**src/pim_pkg.sv**
```systemverilog
// shared types and constants for the priority inheritance mutex unit
// no dependencies; compiled first

package pim_pkg;

    localparam int QUEUE_DEPTH   = 8;
    localparam int TASK_ID_BITS  = 4;
    localparam int PRIORITY_BITS = 5;
    localparam int COUNT_BITS    = 8;
    localparam int WCOUNT_BITS   = $clog2(QUEUE_DEPTH + 1);

    localparam logic [COUNT_BITS-1:0] COUNT_MAX = {COUNT_BITS{1'b1}};

    typedef enum logic [1:0] {
        OP_LOCK   = 2'd0,
        OP_UNLOCK = 2'd1,
        OP_CANCEL = 2'd2,
        OP_QUERY  = 2'd3
    } op_t;

    typedef enum logic [3:0] {
        ST_ACQUIRED  = 4'd0,
        ST_RECURSIVE = 4'd1,
        ST_BUSY      = 4'd2,
        ST_QUEUED    = 4'd3,
        ST_QFULL     = 4'd4,
        ST_COUNTDEC  = 4'd5,
        ST_FREED     = 4'd6,
        ST_HANDED    = 4'd7,
        ST_NOTOWNER  = 4'd8,
        ST_CANCELLED = 4'd9,
        ST_NOTFOUND  = 4'd10,
        ST_COUNTFULL = 4'd11
    } status_t;

    typedef struct packed {
        logic [1:0]               op;
        logic [TASK_ID_BITS-1:0]  requester_id;
        logic [PRIORITY_BITS-1:0] requester_priority;
        logic                     no_wait;
    } req_t;

    typedef struct packed {
        status_t                  status;
        logic                     owner_valid;
        logic [TASK_ID_BITS-1:0]  owner_id;
        logic                     boost_valid;
        logic [PRIORITY_BITS-1:0] boost_priority;
        logic                     restore_base;
        logic [TASK_ID_BITS-1:0]  handoff_id;
    } rsp_t;

    // controller to datapath
    typedef struct packed {
        logic exec;
    } cmd_t;

endpackage

```
**src/pim_if.sv**
```systemverilog
// request and response channel interfaces for the mutex unit
// depends on pim_pkg

interface pim_req_if;
    logic                              valid;
    logic                              ready;
    logic [1:0]                        op;
    logic [pim_pkg::TASK_ID_BITS-1:0]  requester_id;
    logic [pim_pkg::PRIORITY_BITS-1:0] requester_priority;
    logic                              no_wait;

    modport source (
        output valid, op, requester_id, requester_priority, no_wait,
        input  ready
    );
    modport sink (
        input  valid, op, requester_id, requester_priority, no_wait,
        output ready
    );
endinterface

interface pim_rsp_if;
    logic                              valid;
    logic                              ready;
    logic [3:0]                        status;
    logic                              owner_valid;
    logic [pim_pkg::TASK_ID_BITS-1:0]  owner_id;
    logic                              boost_valid;
    logic [pim_pkg::PRIORITY_BITS-1:0] boost_priority;
    logic                              restore_base;
    logic [pim_pkg::TASK_ID_BITS-1:0]  handoff_id;

    modport source (
        output valid, status, owner_valid, owner_id, boost_valid, boost_priority,
               restore_base, handoff_id,
        input  ready
    );
    modport sink (
        input  valid, status, owner_valid, owner_id, boost_valid, boost_priority,
               restore_base, handoff_id,
        output ready
    );
endinterface

```
**src/pim_ctrl.sv**
```systemverilog
// handshake controller: tracks the output register and issues execute commands
// depends on pim_pkg

module pim_ctrl (
    input  logic          clk,
    input  logic          rst_n,
    input  logic          in_valid,
    output logic          in_ready,
    output logic          out_valid,
    input  logic          out_ready,
    output pim_pkg::cmd_t cmd
);
    import pim_pkg::*;

    typedef enum logic {
        S_EMPTY,
        S_FULL
    } state_t;

    state_t state_reg, state_next;
    logic   accept;

    // a new transaction may enter while the held result leaves
    assign in_ready = (state_reg == S_EMPTY) || out_ready;
    assign accept   = in_valid && in_ready;
    assign cmd.exec = accept;

    always_comb
    begin
        state_next = state_reg;
        unique case (state_reg)
            S_EMPTY:
            begin
                if (accept)
                    state_next = S_FULL;
            end
            S_FULL:
            begin
                if (out_ready && !accept)
                    state_next = S_EMPTY;
            end
            default:
            begin
                state_next = S_EMPTY;
            end
        endcase
    end

    always_ff @(posedge clk or negedge rst_n)
    begin
        if (!rst_n)
        begin
            state_reg <= S_EMPTY;
            out_valid <= 1'b0;
        end
        else
        begin
            state_reg <= state_next;
            out_valid <= (state_next == S_FULL);
        end
    end

endmodule

```
**src/pim_datapath.sv**
```systemverilog
// mutex state, sorted wait queue and result register
// depends on pim_pkg

module pim_datapath (
    input  logic          clk,
    input  logic          rst_n,
    input  pim_pkg::cmd_t cmd,
    input  pim_pkg::req_t req,
    output pim_pkg::rsp_t rsp
);
    import pim_pkg::*;

    typedef enum logic [1:0] {
        Q_HOLD,
        Q_INSERT,
        Q_DROP
    } qact_t;

    logic                     held_reg, held_next;
    logic [TASK_ID_BITS-1:0]  holder_reg, holder_next;
    logic [COUNT_BITS-1:0]    rcount_reg, rcount_next;
    logic [PRIORITY_BITS-1:0] hpri_reg, hpri_next;
    logic [WCOUNT_BITS-1:0]   wcount_reg, wcount_next;

    logic [TASK_ID_BITS-1:0]  wid_reg   [QUEUE_DEPTH];
    logic [TASK_ID_BITS-1:0]  wid_next  [QUEUE_DEPTH];
    logic [PRIORITY_BITS-1:0] wpri_reg  [QUEUE_DEPTH];
    logic [PRIORITY_BITS-1:0] wpri_next [QUEUE_DEPTH];

    logic [QUEUE_DEPTH-1:0] slot_valid;
    logic [QUEUE_DEPTH-1:0] ge;
    logic [QUEUE_DEPTH-1:0] at_pos;
    logic [QUEUE_DEPTH-1:0] match;
    logic [QUEUE_DEPTH-1:0] after;

    qact_t q_act;
    logic  drop_all;
    rsp_t  rsp_next;
    rsp_t  rsp_reg;

    // per-slot compares and shift muxes
    for (genvar k = 0; k < QUEUE_DEPTH; k++)
    begin : g_slot
        logic [TASK_ID_BITS-1:0]  id_up, id_dn;
        logic [PRIORITY_BITS-1:0] pri_up, pri_dn;

        assign slot_valid[k] = WCOUNT_BITS'(k) < wcount_reg;
        assign ge[k]         = slot_valid[k] && (wpri_reg[k] >= req.requester_priority);
        assign match[k]      = slot_valid[k] && (wid_reg[k] == req.requester_id);

        if (k == 0)
        begin : g_first
            assign at_pos[k] = !ge[k];
            assign after[k]  = match[k];
            assign id_dn     = wid_reg[k];
            assign pri_dn    = wpri_reg[k];
        end
        else
        begin : g_rest
            assign at_pos[k] = !ge[k] && ge[k-1];
            assign after[k]  = after[k-1] | match[k];
            assign id_dn     = wid_reg[k-1];
            assign pri_dn    = wpri_reg[k-1];
        end

        if (k == QUEUE_DEPTH - 1)
        begin : g_last
            assign id_up  = wid_reg[k];
            assign pri_up = wpri_reg[k];
        end
        else
        begin : g_inner
            assign id_up  = wid_reg[k+1];
            assign pri_up = wpri_reg[k+1];
        end

        always_comb
        begin
            wid_next[k]  = wid_reg[k];
            wpri_next[k] = wpri_reg[k];
            unique case (q_act)
                Q_INSERT:
                begin
                    if (at_pos[k])
                    begin
                        wid_next[k]  = req.requester_id;
                        wpri_next[k] = req.requester_priority;
                    end
                    else if (!ge[k])
                    begin
                        wid_next[k]  = id_dn;
                        wpri_next[k] = pri_dn;
                    end
                end
                Q_DROP:
                begin
                    if (drop_all || after[k])
                    begin
                        wid_next[k]  = id_up;
                        wpri_next[k] = pri_up;
                    end
                end
                default:
                begin
                end
            endcase
        end
    end

    always_comb
    begin
        held_next   = held_reg;
        holder_next = holder_reg;
        rcount_next = rcount_reg;
        hpri_next   = hpri_reg;
        wcount_next = wcount_reg;
        q_act       = Q_HOLD;
        drop_all    = 1'b0;

        rsp_next                = '0;
        rsp_next.status         = ST_ACQUIRED;

        unique case (op_t'(req.op))
            OP_LOCK:
            begin
                if (held_reg && (holder_reg == req.requester_id))
                begin
                    if (rcount_reg == COUNT_MAX)
                        rsp_next.status = ST_COUNTFULL;
                    else
                    begin
                        rcount_next     = rcount_reg + COUNT_BITS'(1);
                        rsp_next.status = ST_RECURSIVE;
                    end
                end
                else if (!held_reg)
                begin
                    held_next       = 1'b1;
                    holder_next     = req.requester_id;
                    rcount_next     = COUNT_BITS'(1);
                    hpri_next       = req.requester_priority;
                    rsp_next.status = ST_ACQUIRED;
                end
                else if (req.no_wait)
                    rsp_next.status = ST_BUSY;
                else if (wcount_reg == WCOUNT_BITS'(QUEUE_DEPTH))
                    rsp_next.status = ST_QFULL;
                else
                begin
                    if (hpri_reg < req.requester_priority)
                    begin
                        hpri_next               = req.requester_priority;
                        rsp_next.boost_valid    = 1'b1;
                        rsp_next.boost_priority = req.requester_priority;
                    end
                    q_act           = Q_INSERT;
                    wcount_next     = wcount_reg + WCOUNT_BITS'(1);
                    rsp_next.status = ST_QUEUED;
                end
            end
            OP_UNLOCK:
            begin
                if (!held_reg || (holder_reg != req.requester_id))
                    rsp_next.status = ST_NOTOWNER;
                else if (rcount_reg > COUNT_BITS'(1))
                begin
                    rcount_next     = rcount_reg - COUNT_BITS'(1);
                    rsp_next.status = ST_COUNTDEC;
                end
                else
                begin
                    rsp_next.restore_base = 1'b1;
                    if (wcount_reg != '0)
                    begin
                        holder_next         = wid_reg[0];
                        hpri_next           = wpri_reg[0];
                        rcount_next         = COUNT_BITS'(1);
                        rsp_next.handoff_id = wid_reg[0];
                        q_act               = Q_DROP;
                        drop_all            = 1'b1;
                        wcount_next         = wcount_reg - WCOUNT_BITS'(1);
                        rsp_next.status     = ST_HANDED;
                    end
                    else
                    begin
                        held_next       = 1'b0;
                        holder_next     = '0;
                        rcount_next     = '0;
                        hpri_next       = '0;
                        rsp_next.status = ST_FREED;
                    end
                end
            end
            OP_CANCEL:
            begin
                if (after[QUEUE_DEPTH-1])
                begin
                    q_act           = Q_DROP;
                    wcount_next     = wcount_reg - WCOUNT_BITS'(1);
                    rsp_next.status = ST_CANCELLED;
                end
                else
                    rsp_next.status = ST_NOTFOUND;
            end
            OP_QUERY:
            begin
                rsp_next.status = held_reg ? ST_BUSY : ST_FREED;
            end
            default:
            begin
                rsp_next.status = ST_NOTFOUND;
            end
        endcase

        rsp_next.owner_valid = held_next;
        rsp_next.owner_id    = held_next ? holder_next : '0;
    end

    always_ff @(posedge clk or negedge rst_n)
    begin
        if (!rst_n)
        begin
            held_reg   <= 1'b0;
            holder_reg <= '0;
            rcount_reg <= '0;
            hpri_reg   <= '0;
            wcount_reg <= '0;
        end
        else if (cmd.exec)
        begin
            held_reg   <= held_next;
            holder_reg <= holder_next;
            rcount_reg <= rcount_next;
            hpri_reg   <= hpri_next;
            wcount_reg <= wcount_next;
        end
    end

    // queue entries and result payload carry no reset
    always_ff @(posedge clk)
    begin
        if (cmd.exec)
        begin
            wid_reg  <= wid_next;
            wpri_reg <= wpri_next;
            rsp_reg  <= rsp_next;
        end
    end

    assign rsp = rsp_reg;

endmodule

```
**src/priority_inheritance_mutex_unit.sv**
```systemverilog
// top level of the priority inheritance mutex unit
// depends on pim_pkg, pim_if, pim_ctrl and pim_datapath

// Lock unit for one recursive mutex with priority inheritance. Each request
// transaction on req (lock, unlock, cancel, query) produces exactly one
// response transaction on rsp. The unit takes one request per clock while
// the sink does not stall: the whole request, including the sorted insert
// into the 8-entry wait queue and the removal of a cancelled or handed-off
// waiter, is resolved combinationally by parallel compares across all queue
// slots and a per-slot shift mux. The response appears in the cycle after
// the request is accepted and is held in an output register; a new request
// is accepted in the same cycle in which the held response is taken, so an
// always-ready sink sees a sustained rate of one transaction per cycle. The
// queue slots never written hold no defined value but are never reported.

module priority_inheritance_mutex_unit (
    input logic   clk,
    input logic   rst_n,
    pim_req_if.sink   req,
    pim_rsp_if.source rsp
);
    import pim_pkg::*;

    cmd_t cmd;
    req_t req_bus;
    rsp_t rsp_bus;

    // gather the request payload
    assign req_bus.op                 = req.op;
    assign req_bus.requester_id       = req.requester_id;
    assign req_bus.requester_priority = req.requester_priority;
    assign req_bus.no_wait            = req.no_wait;

    // handshake and output register occupancy
    pim_ctrl u_ctrl (
        .clk       (clk),
        .rst_n     (rst_n),
        .in_valid  (req.valid),
        .in_ready  (req.ready),
        .out_valid (rsp.valid),
        .out_ready (rsp.ready),
        .cmd       (cmd)
    );

    // mutex state, wait queue and result register
    pim_datapath u_datapath (
        .clk   (clk),
        .rst_n (rst_n),
        .cmd   (cmd),
        .req   (req_bus),
        .rsp   (rsp_bus)
    );

    // spread the response payload onto the channel
    assign rsp.status         = rsp_bus.status;
    assign rsp.owner_valid    = rsp_bus.owner_valid;
    assign rsp.owner_id       = rsp_bus.owner_id;
    assign rsp.boost_valid    = rsp_bus.boost_valid;
    assign rsp.boost_priority = rsp_bus.boost_priority;
    assign rsp.restore_base   = rsp_bus.restore_base;
    assign rsp.handoff_id     = rsp_bus.handoff_id;

    // every accepted request leaves a response behind
    a_exec_gives_rsp: assert property (@(posedge clk) disable iff (!rst_n)
        cmd.exec |=> rsp.valid)
        else $error("accepted request produced no response");

    // a handoff names the new owner
    a_handoff_owner: assert property (@(posedge clk) disable iff (!rst_n)
        (rsp.valid && rsp.status == ST_HANDED) |->
            (rsp.owner_valid && rsp.owner_id == rsp.handoff_id))
        else $error("handoff does not match new owner");

    // boosts only come from a queued lock
    a_boost_queued: assert property (@(posedge clk) disable iff (!rst_n)
        (rsp.valid && rsp.boost_valid) |-> (rsp.status == ST_QUEUED))
        else $error("boost reported without queuing");

    // a free mutex reports owner zero
    a_free_owner: assert property (@(posedge clk) disable iff (!rst_n)
        (rsp.valid && !rsp.owner_valid) |-> (rsp.owner_id == '0))
        else $error("free mutex reports an owner");

endmodule

```
**src/flat_wrapper.sv**
```systemverilog
// flat-port wrapper written by rule: the top's interface ports become plain ports
module priority_inheritance_mutex_unit_flat import pim_pkg::*;
  (clk, rst_n, req_valid, req_op, req_requester_id, req_requester_priority, req_no_wait, req_ready, rsp_valid, rsp_status, rsp_owner_valid, rsp_owner_id, rsp_boost_valid, rsp_boost_priority, rsp_restore_base, rsp_handoff_id, rsp_ready);
  pim_req_if req_i ();
  pim_rsp_if rsp_i ();
  input logic clk;
  input logic rst_n;
  input wire logic [$bits(req_i.valid)-1:0] req_valid;
  input wire logic [$bits(req_i.op)-1:0] req_op;
  input wire logic [$bits(req_i.requester_id)-1:0] req_requester_id;
  input wire logic [$bits(req_i.requester_priority)-1:0] req_requester_priority;
  input wire logic [$bits(req_i.no_wait)-1:0] req_no_wait;
  output wire logic [$bits(req_i.ready)-1:0] req_ready;
  output wire logic [$bits(rsp_i.valid)-1:0] rsp_valid;
  output wire logic [$bits(rsp_i.status)-1:0] rsp_status;
  output wire logic [$bits(rsp_i.owner_valid)-1:0] rsp_owner_valid;
  output wire logic [$bits(rsp_i.owner_id)-1:0] rsp_owner_id;
  output wire logic [$bits(rsp_i.boost_valid)-1:0] rsp_boost_valid;
  output wire logic [$bits(rsp_i.boost_priority)-1:0] rsp_boost_priority;
  output wire logic [$bits(rsp_i.restore_base)-1:0] rsp_restore_base;
  output wire logic [$bits(rsp_i.handoff_id)-1:0] rsp_handoff_id;
  input wire logic [$bits(rsp_i.ready)-1:0] rsp_ready;
  assign req_i.valid = req_valid;
  assign req_i.op = req_op;
  assign req_i.requester_id = req_requester_id;
  assign req_i.requester_priority = req_requester_priority;
  assign req_i.no_wait = req_no_wait;
  assign req_ready = req_i.ready;
  assign rsp_valid = rsp_i.valid;
  assign rsp_status = rsp_i.status;
  assign rsp_owner_valid = rsp_i.owner_valid;
  assign rsp_owner_id = rsp_i.owner_id;
  assign rsp_boost_valid = rsp_i.boost_valid;
  assign rsp_boost_priority = rsp_i.boost_priority;
  assign rsp_restore_base = rsp_i.restore_base;
  assign rsp_handoff_id = rsp_i.handoff_id;
  assign rsp_i.ready = rsp_ready;
  priority_inheritance_mutex_unit u_core (.clk(clk), .rst_n(rst_n), .req(req_i), .rsp(rsp_i));
endmodule
```
**config.mk**
```make
export PLATFORM = sky130hd
export DESIGN_NAME = priority_inheritance_mutex_unit_flat
export DESIGN_NICKNAME = d
export VERILOG_FILES = /design/src/pim_pkg.sv /design/src/pim_if.sv /design/src/pim_ctrl.sv /design/src/pim_datapath.sv /design/src/priority_inheritance_mutex_unit.sv /design/src/flat_wrapper.sv
export SDC_FILE = /design/constraint.sdc
export NUM_CORES = 1
export LEC_CHECK = 0
export ABC_AREA = 1
export BUFFER_PORTS_ARGS = -buffer_cell sky130_fd_sc_hd__buf_2
export CAP_MARGIN = 20
export CORE_MARGIN = 2
export CORE_UTILIZATION = 60
export CTS_BUF_LIST = sky130_fd_sc_hd__clkbuf_4
export DETAILED_ROUTE_END_ITERATION = 10
export PLACE_DENSITY = 0.78
export SLEW_MARGIN = 5
export SYNTH_ARGS = -nofsm -noshare
export SYNTH_HDL_FRONTEND = slang
export SYNTH_SLANG_ARGS = --single-unit
```
**constraint.sdc**
```tcl
create_clock -name clk -period 3.5 [get_ports clk]
set_clock_uncertainty 0.05 [all_clocks]
set_input_delay 0.35 -clock clk [delete_from_list [all_inputs] [get_ports clk]]
set_output_delay 0.35 -clock clk [all_outputs]
set_load 0.05 [all_outputs]
```
# After elaboration in Yosys (flattened, before gate mapping)
# Index checks and enable logic that the tools add are counted.
# W data, S select, Z words.
[classes]
addsub = 4
n_mul = 0
div = 0
order_cmp = 18
eq_ne = 45
shift = 0
n_mux = 123
bitwise = 12
reduce_logical = 64
[ops]
columns = ["op", "n"]
rows = [
  ["$mux W5", 31],
  ["$mux W4", 38],
  ["$pmux W5 S2", 8],
  ["$pmux W4 S2", 8],
  ["$ge A5 B5 Y1", 8],
  ["$mux W8", 5],
  ["$eq A4 B4 Y1", 9],
  ["$ne A3 B3 Y1 const B", 11],
  ["$ne A2 B2 Y1 const B", 16],
  ["$reduce_and A4 Y1", 7],
  ["$logic_and A1 B1 Y1", 26],
  ["$lt A3 B4 Y1 const A", 4],
  ["$mux W1", 16],
  ["$pmux W4 S4", 1],
  ["$pmux W8 S2", 1],
  ["$mux W2", 6],
  ["$mux W3", 4],
  ["$pmux W4 S3", 1],
  ["$reduce_and A10 Y1", 1],
  ["$logic_not A1 Y1", 9],
  ["$logic_or A1 B1 Y1", 9],
  ["$add A8 B1 Y8 const B", 1],
  ["$eq A8 B8 Y1 const B", 1],
  ["$gt A8 B1 Y1 const B", 1],
  ["27 further kinds", 44],
]
[word_totals]
register_bits = 115
latch_bits = 0
ramBits = 0
mem_bits_ro = 0
inputBits = 16
output_inout_bits = 22
word_cells = 295
n_memories = 0

# Depth between registers and ports, before layout
[logic_depth]
word_depth = 14
ltp_mapped = 19
mapped_depth_nobuf = 17

# Modules after synthesis
# From an unflattened synthesis, not the netlist that was laid out.
[unflattened]
cells_unflattened = 1104
area_unflattened_um2 = 8429.3
[by_module_without_submodules]
columns = ["mod", "n_inst", "cells_per_inst", "area_per_inst_um2", "seq_area_each_um2"]
rows = [
  ["pim_datapath", 1, 1098, 8384.3, 3313.2],
  ["pim_ctrl", 1, 6, 45.0, 25.0],
]

# Worst setup path before layout
# OpenSTA, ideal clock, no wires.
[synth_path]
path_type = "flip-flop to flip-flop"
start = "register u_core.u_datapath.wcount_reg[0]"
end = "register u_core.u_datapath.wid_reg, in the netlist u_core.u_datapath.g_slot[5].id_up[0] (enable)"
setup_time_ps = 374
t_arrival_ps = 2633
required_time_ps = 3076
slack_ps = 443
stages_incl_launch_ff = 17
path_buffers = 0
synth_period_minus_slack_ps = 3057
cell_sequence = "dfrtp_1 > inv_1 > ha_1 > o21ai_0 > inv_1 > nor2_1 > nand2_1 > nand2_1 > nor2_4 > nand2_1 > nand2_1 > a21oi_1 > inv_1 > ha_1 > nor2_1 > o21ai_0 > nor2_1"
[synth_via]
elab_chain_cells = 14
elab_cells_between_ends = 49
classes_between = "8 x order compare; 5 x eq/ne; 13 x mux; 7 x bitwise; 16 x reduce/logical"
[synth_rtl]
columns = ["element", "line_no", "source"]
rows = [
  ["start, declared", "pim_datapath.sv:23", "logic [WCOUNT_BITS-1:0] wcount_reg, wcount_next;"],
  ["start signal, assigned", "pim_datapath.sv:235", "wcount_reg <= wcount_next;"],
  ["$lt A1 B4 Y1", "pim_datapath.sv:47", "assign slot_valid[k] = WCOUNT_BITS'(k) < wcount_reg;"],
  ["$logic_and A1 B1 Y1", "pim_datapath.sv:49", "assign match[k] = slot_valid[k] && (wid_reg[k] == req.requester_id);"],
  ["$or A1 B1 Y1 (7 in series)", "pim_datapath.sv:61", "assign after[k] = after[k-1] | match[k];"],
  ["$mux W2", "pim_datapath.sv:196", "if (after[QUEUE_DEPTH-1])"],
  ["$pmux W2 S3", "pim_datapath.sv:123", "unique case (op_t'(req.op))"],
  ["$eq A2 B1 Y1 or $eq A2 B2 Y1 (tied branches)", "pim_datapath.sv:81", "unique case (q_act)"],
  ["$ne A3 B3 Y1 (no source line) (tied with other cells)", "n/a", ""],
  ["$reduce_and A4 Y1 (no source line) (*)", "n/a", ""],
  ["end signal, assigned", "pim_datapath.sv:244", "wid_reg <= wid_next;"],
  ["end, declared", "pim_datapath.sv:25", "logic [TASK_ID_BITS-1:0] wid_reg [QUEUE_DEPTH];"],
]
# Mark *: on every way between the ends. The rest lies on a longest branch, timed or not.
# A chain may end at the register's enable or synchronous reset.

# Worst setup path after layout
[layout_path]
start = "register u_core.u_datapath.rcount_reg[0]"
end = "register u_core.u_datapath.wpri_reg, in the netlist u_core.u_datapath.g_slot[3].pri_up[2] (enable)"
[layout_via]
elab_chain_cells = 7
elab_cells_between_ends = 14
classes_between = "1 x order compare; 4 x eq/ne; 6 x mux; 3 x reduce/logical"
[layout_rtl]
columns = ["element", "line_no", "source"]
rows = [
  ["start, declared", "pim_datapath.sv:21", "logic [COUNT_BITS-1:0] rcount_reg, rcount_next;"],
  ["start signal, assigned", "pim_datapath.sv:233", "rcount_reg <= rcount_next;"],
  ["$gt A8 B1 Y1 (*)", "pim_datapath.sv:165", "else if (rcount_reg > COUNT_BITS'(1))"],
  ["$mux W2 or $mux W1 (tied branches)", "pim_datapath.sv:165", ""],
  ["$mux W2 or $mux W1 (tied branches)", "pim_datapath.sv:163", "if (!held_reg || (holder_reg != req.requester_id))"],
  ["$pmux W2 S3 or $mux W1 (tied branches)", "pim_datapath.sv:123", ""],
  ["$eq A2 B1 Y1 (tied with other cells)", "pim_datapath.sv:81", ""],
  ["$ne A3 B3 Y1 (no source line) (tied with other cells)", "n/a", ""],
  ["$reduce_and A4 Y1 (no source line) (*)", "n/a", ""],
  ["end signal, assigned", "pim_datapath.sv:245", "wpri_reg <= wpri_next;"],
  ["end, declared", "pim_datapath.sv:27", "logic [PRIORITY_BITS-1:0] wpri_reg [QUEUE_DEPTH];"],
]
# Marks and branches as above.

==> metrics.yaml <==
path_max_fanout: 9
drive_above_1_share_pct: 11.4
fmax_ghz: 0.313
hp-class: "in -> async"
gp_congestion: 0.959
cp_slowest_cell: "dfrtp_1"
grt_max_degree: 75
drc_errors: 0
dpl.cell_count: 1330
cts_tree: "yes"
drt_first_iter_violations: 913
finalHoldViolations: 0
cts.path.max_buffers: 2
clkSinkCount: 115
start_util_pct: 61.3
die_x_um: 123
rows: 43
syn_area_sq_um: 8480
detail_route.wl_per_cell_um: 16.6
cp_cell_sequence: "inv_1, ha_1, o21ai_2, nor2_4, inv_2, nor2_1, nand3_2, a21oi_1, inv_1, ha_1, nor2_1, buf_4, nand3_1, inv_1"
tns_ns: 0
hpwlAfterDp_mm: 16.4
synth-seq-area-share_pct: 39.4
p_leak_nw: 4.63
port_buffers: 37
max_stage_delay_ns: 0.45
cts-root-buf: "clkbuf_4"
ios: 38
antenna_found_initial: 1
critPathCaptureType: "flip-flop"
via_per_inst: 5.80
setup_violations: 0
die_area_sq_um: 15100
ys_top_cells_by_area: "edfxtp_1 33%, nand2_1 15%, nand3_1 9.0%, ha_1 8.3%, dfrtp_1 6.8%"
worst_slew_pin_slew_ns: 0.705
async_reset_ff_share_pct: 20.0
holdWs_ns: 0.238
routed-via-count: 7929
nets: 1244
ant_nets: 0
maxCapViolCount: 0
largest_register_ffs: 35
period_share_pct: 91.3
synth_edf_count: 92
overflow: 0
synth_most_common_cell: "nand2_1"
avgSynthCellArea_sq_um: 7.51
min_period_ns: 3.20
worst_ep_arrival_time_ns: 3.39
synthTopCellsByCount: "341 x nand2_1, 153 x nand3_1, 141 x inv_1, 92 x edfxtp_1, 89 x o21ai_0"
fin_cells: 1367
crit_family: "buffers and inverters"
core_sq_um: 13800
peakVddDrop_mv: 0.345
crit_type: "reg -> reg"
synth_top_cell_by_area: "edfxtp_1"
maxSlewHeadroom_pct: 52.7
startpoint_type: "flip-flop"
finalWirelength_mm: 22.6
first_global_vias: 7418
yosysTopAreaCellShare_pct: 32.6
synth_cell_type_count: 42
cts_buffers: 17
ys_warn_count: 0
synth_nets: 1201
postCtsSetupBuffers: 0
cp_num_buf_inv: 5
clock_latency_ns: 0.58
die_y_um: 123
synthCells: 1129
status: "completed"
first_pass_iters: 6
rsz0062_at_grt: "no"
h-tree-depth: 4
grt_first_pass_wirelength_mm: 36.6
drv_slew: 0
path_common_cell: "inv_1"
powerDensity_nw_per_um2: 544
required_ns: 3.69
synth_ff_type: "edfxtp_1"
grt.total_usage_pct: 31.7
ys_seq_elements: 115
synthToLayoutAreaGrowth_pct: 9.11
cts.clk_slew.worst_paths_ns: 0.11
[routing by layer]
metal | up-vias | global-route usage, % | part of all wire [%] | routed length, um
li1 | 3822 | - | - | -
met1 | 3647 | 40.7 | 41 | 9240
met2 | 371 | 51.5 | 47 | 10700
met3 | 89 | 6.41 | 7.8 | 1780
met4 | 0 | 14.6 | 3.9 | 881
met5 | - | 0 | 0 | 0
[final cells by class]
cell class / count / area [sq um]
Fill cell: 1194 / 4580
Clock buffer: 18 / 135
Tap cell: 180 / 225
Timing Repair Buffer: 69 / 458
Inverter: 154 / 583
Multi-Input combinational cell: 815 / 4340
Clock inverter: 14 / 169
Antenna cell: 2 / 5.00
Sequential cell: 115 / 3340
[power by group]
| part | switching [W] | total [W] | internal, W |
|---|---|---|---|
| Clock | 0.000537 | 0.00110 | 0.000558 |
| Sequential | 0.000163 | 0.00186 | 0.00170 |
| Combinational | 0.00138 | 0.00207 | 0.000688 |
| Total | 0.00208 | 0.00503 | 0.00295 |
[cell families after synthesis]
kind of cell	Yosys count	share of synthesized area [%]
DFF	115	39.4
and+or+nand+nor	612	32.6
AOI/OAI and AO/OA	125	7.82
xor gates and xnor gates	21	2.17
adders and majority gates	56	8.26
buffers and inverters	199	9.59
muxes	1	0.133
[layout by cell type, fill, tap and decap left out, types with 2 or more instances in the layout]
master	n
inv_4	2
nor2_4	6
o22ai_1	4
o21ai_1	2
nand4_1	29
dlygate4sd3_1	3
nor2_1	54
nand2_1	341
nand2_4	4
a22oi_1	3
xnor2_1	5
o21ai_2	3
nor3_1	6
clkbuf_4	18
nand3_4	2
clkinvlp_4	2
clkinv_1	8
o211ai_1	2
inv_1	141
buf_4	27
edfxtp_1	92
nand3_1	153
a21oi_1	18
buf_2	37
ha_1	55
clkinv_2	3
inv_2	8
buf_12	2
dfrtp_1	23
o21ai_0	87
nor2_8	2
bufinv_16	4
nand2_2	5
xor2_1	16
nor2_2	2
diode_2	2
o21bai_1	3
nand3_2	4
[what timing repair did]
action                                  in CTS  in global routing
hold buffers                                 3                  0
gates resized for setup                      0                  5
endpoints found under the setup margin       0                 63
hold endpoints to repair                    24                  0
[path summary, 6_finish.rpt]
path / end / slack, ns / from / depth (start not counted)
min in group clk: u_core.u_datapath.rsp[8] / 0.24 / req_requester_priority[3] / 4
setup reg to reg: u_core.u_datapath.g_slot[3].pri_up[2] / 0.30 / u_core.u_datapath.rcount_reg[0] / 14
max in group asynchronous: u_core.u_datapath.rcount_reg[7] / 2.77 / rst_n / 2
hold reg to reg: u_core.u_datapath.hpri_reg[3] / 0.45 / u_core.u_datapath.hpri_reg[3] / 2
hold / removal: u_core.u_datapath.hpri_reg[4] / 0.24 / rst_n / 2
setup / recovery: u_core.u_datapath.g_slot[3].pri_up[2] / 0.30 / u_core.u_datapath.rcount_reg[0] / 14
[through the flow]
step	instance area, sq um	util, %	worst slack (ns)	power [W]
2_1_floorplan	8480	-	0.443	0.00340
3_3_place_gp	8900	64.4	0.226	0.00384
3_5_place_dp	8900	64.4	0.140	0.00390
4_1_cts	9240	66.8	0.149	0.00497
5_1_grt	9250	66.9	0.0108	0.00537
6_report	9250	66.9	0.304	0.00503
Note: power is estimated with default switching activity, not from simulation.
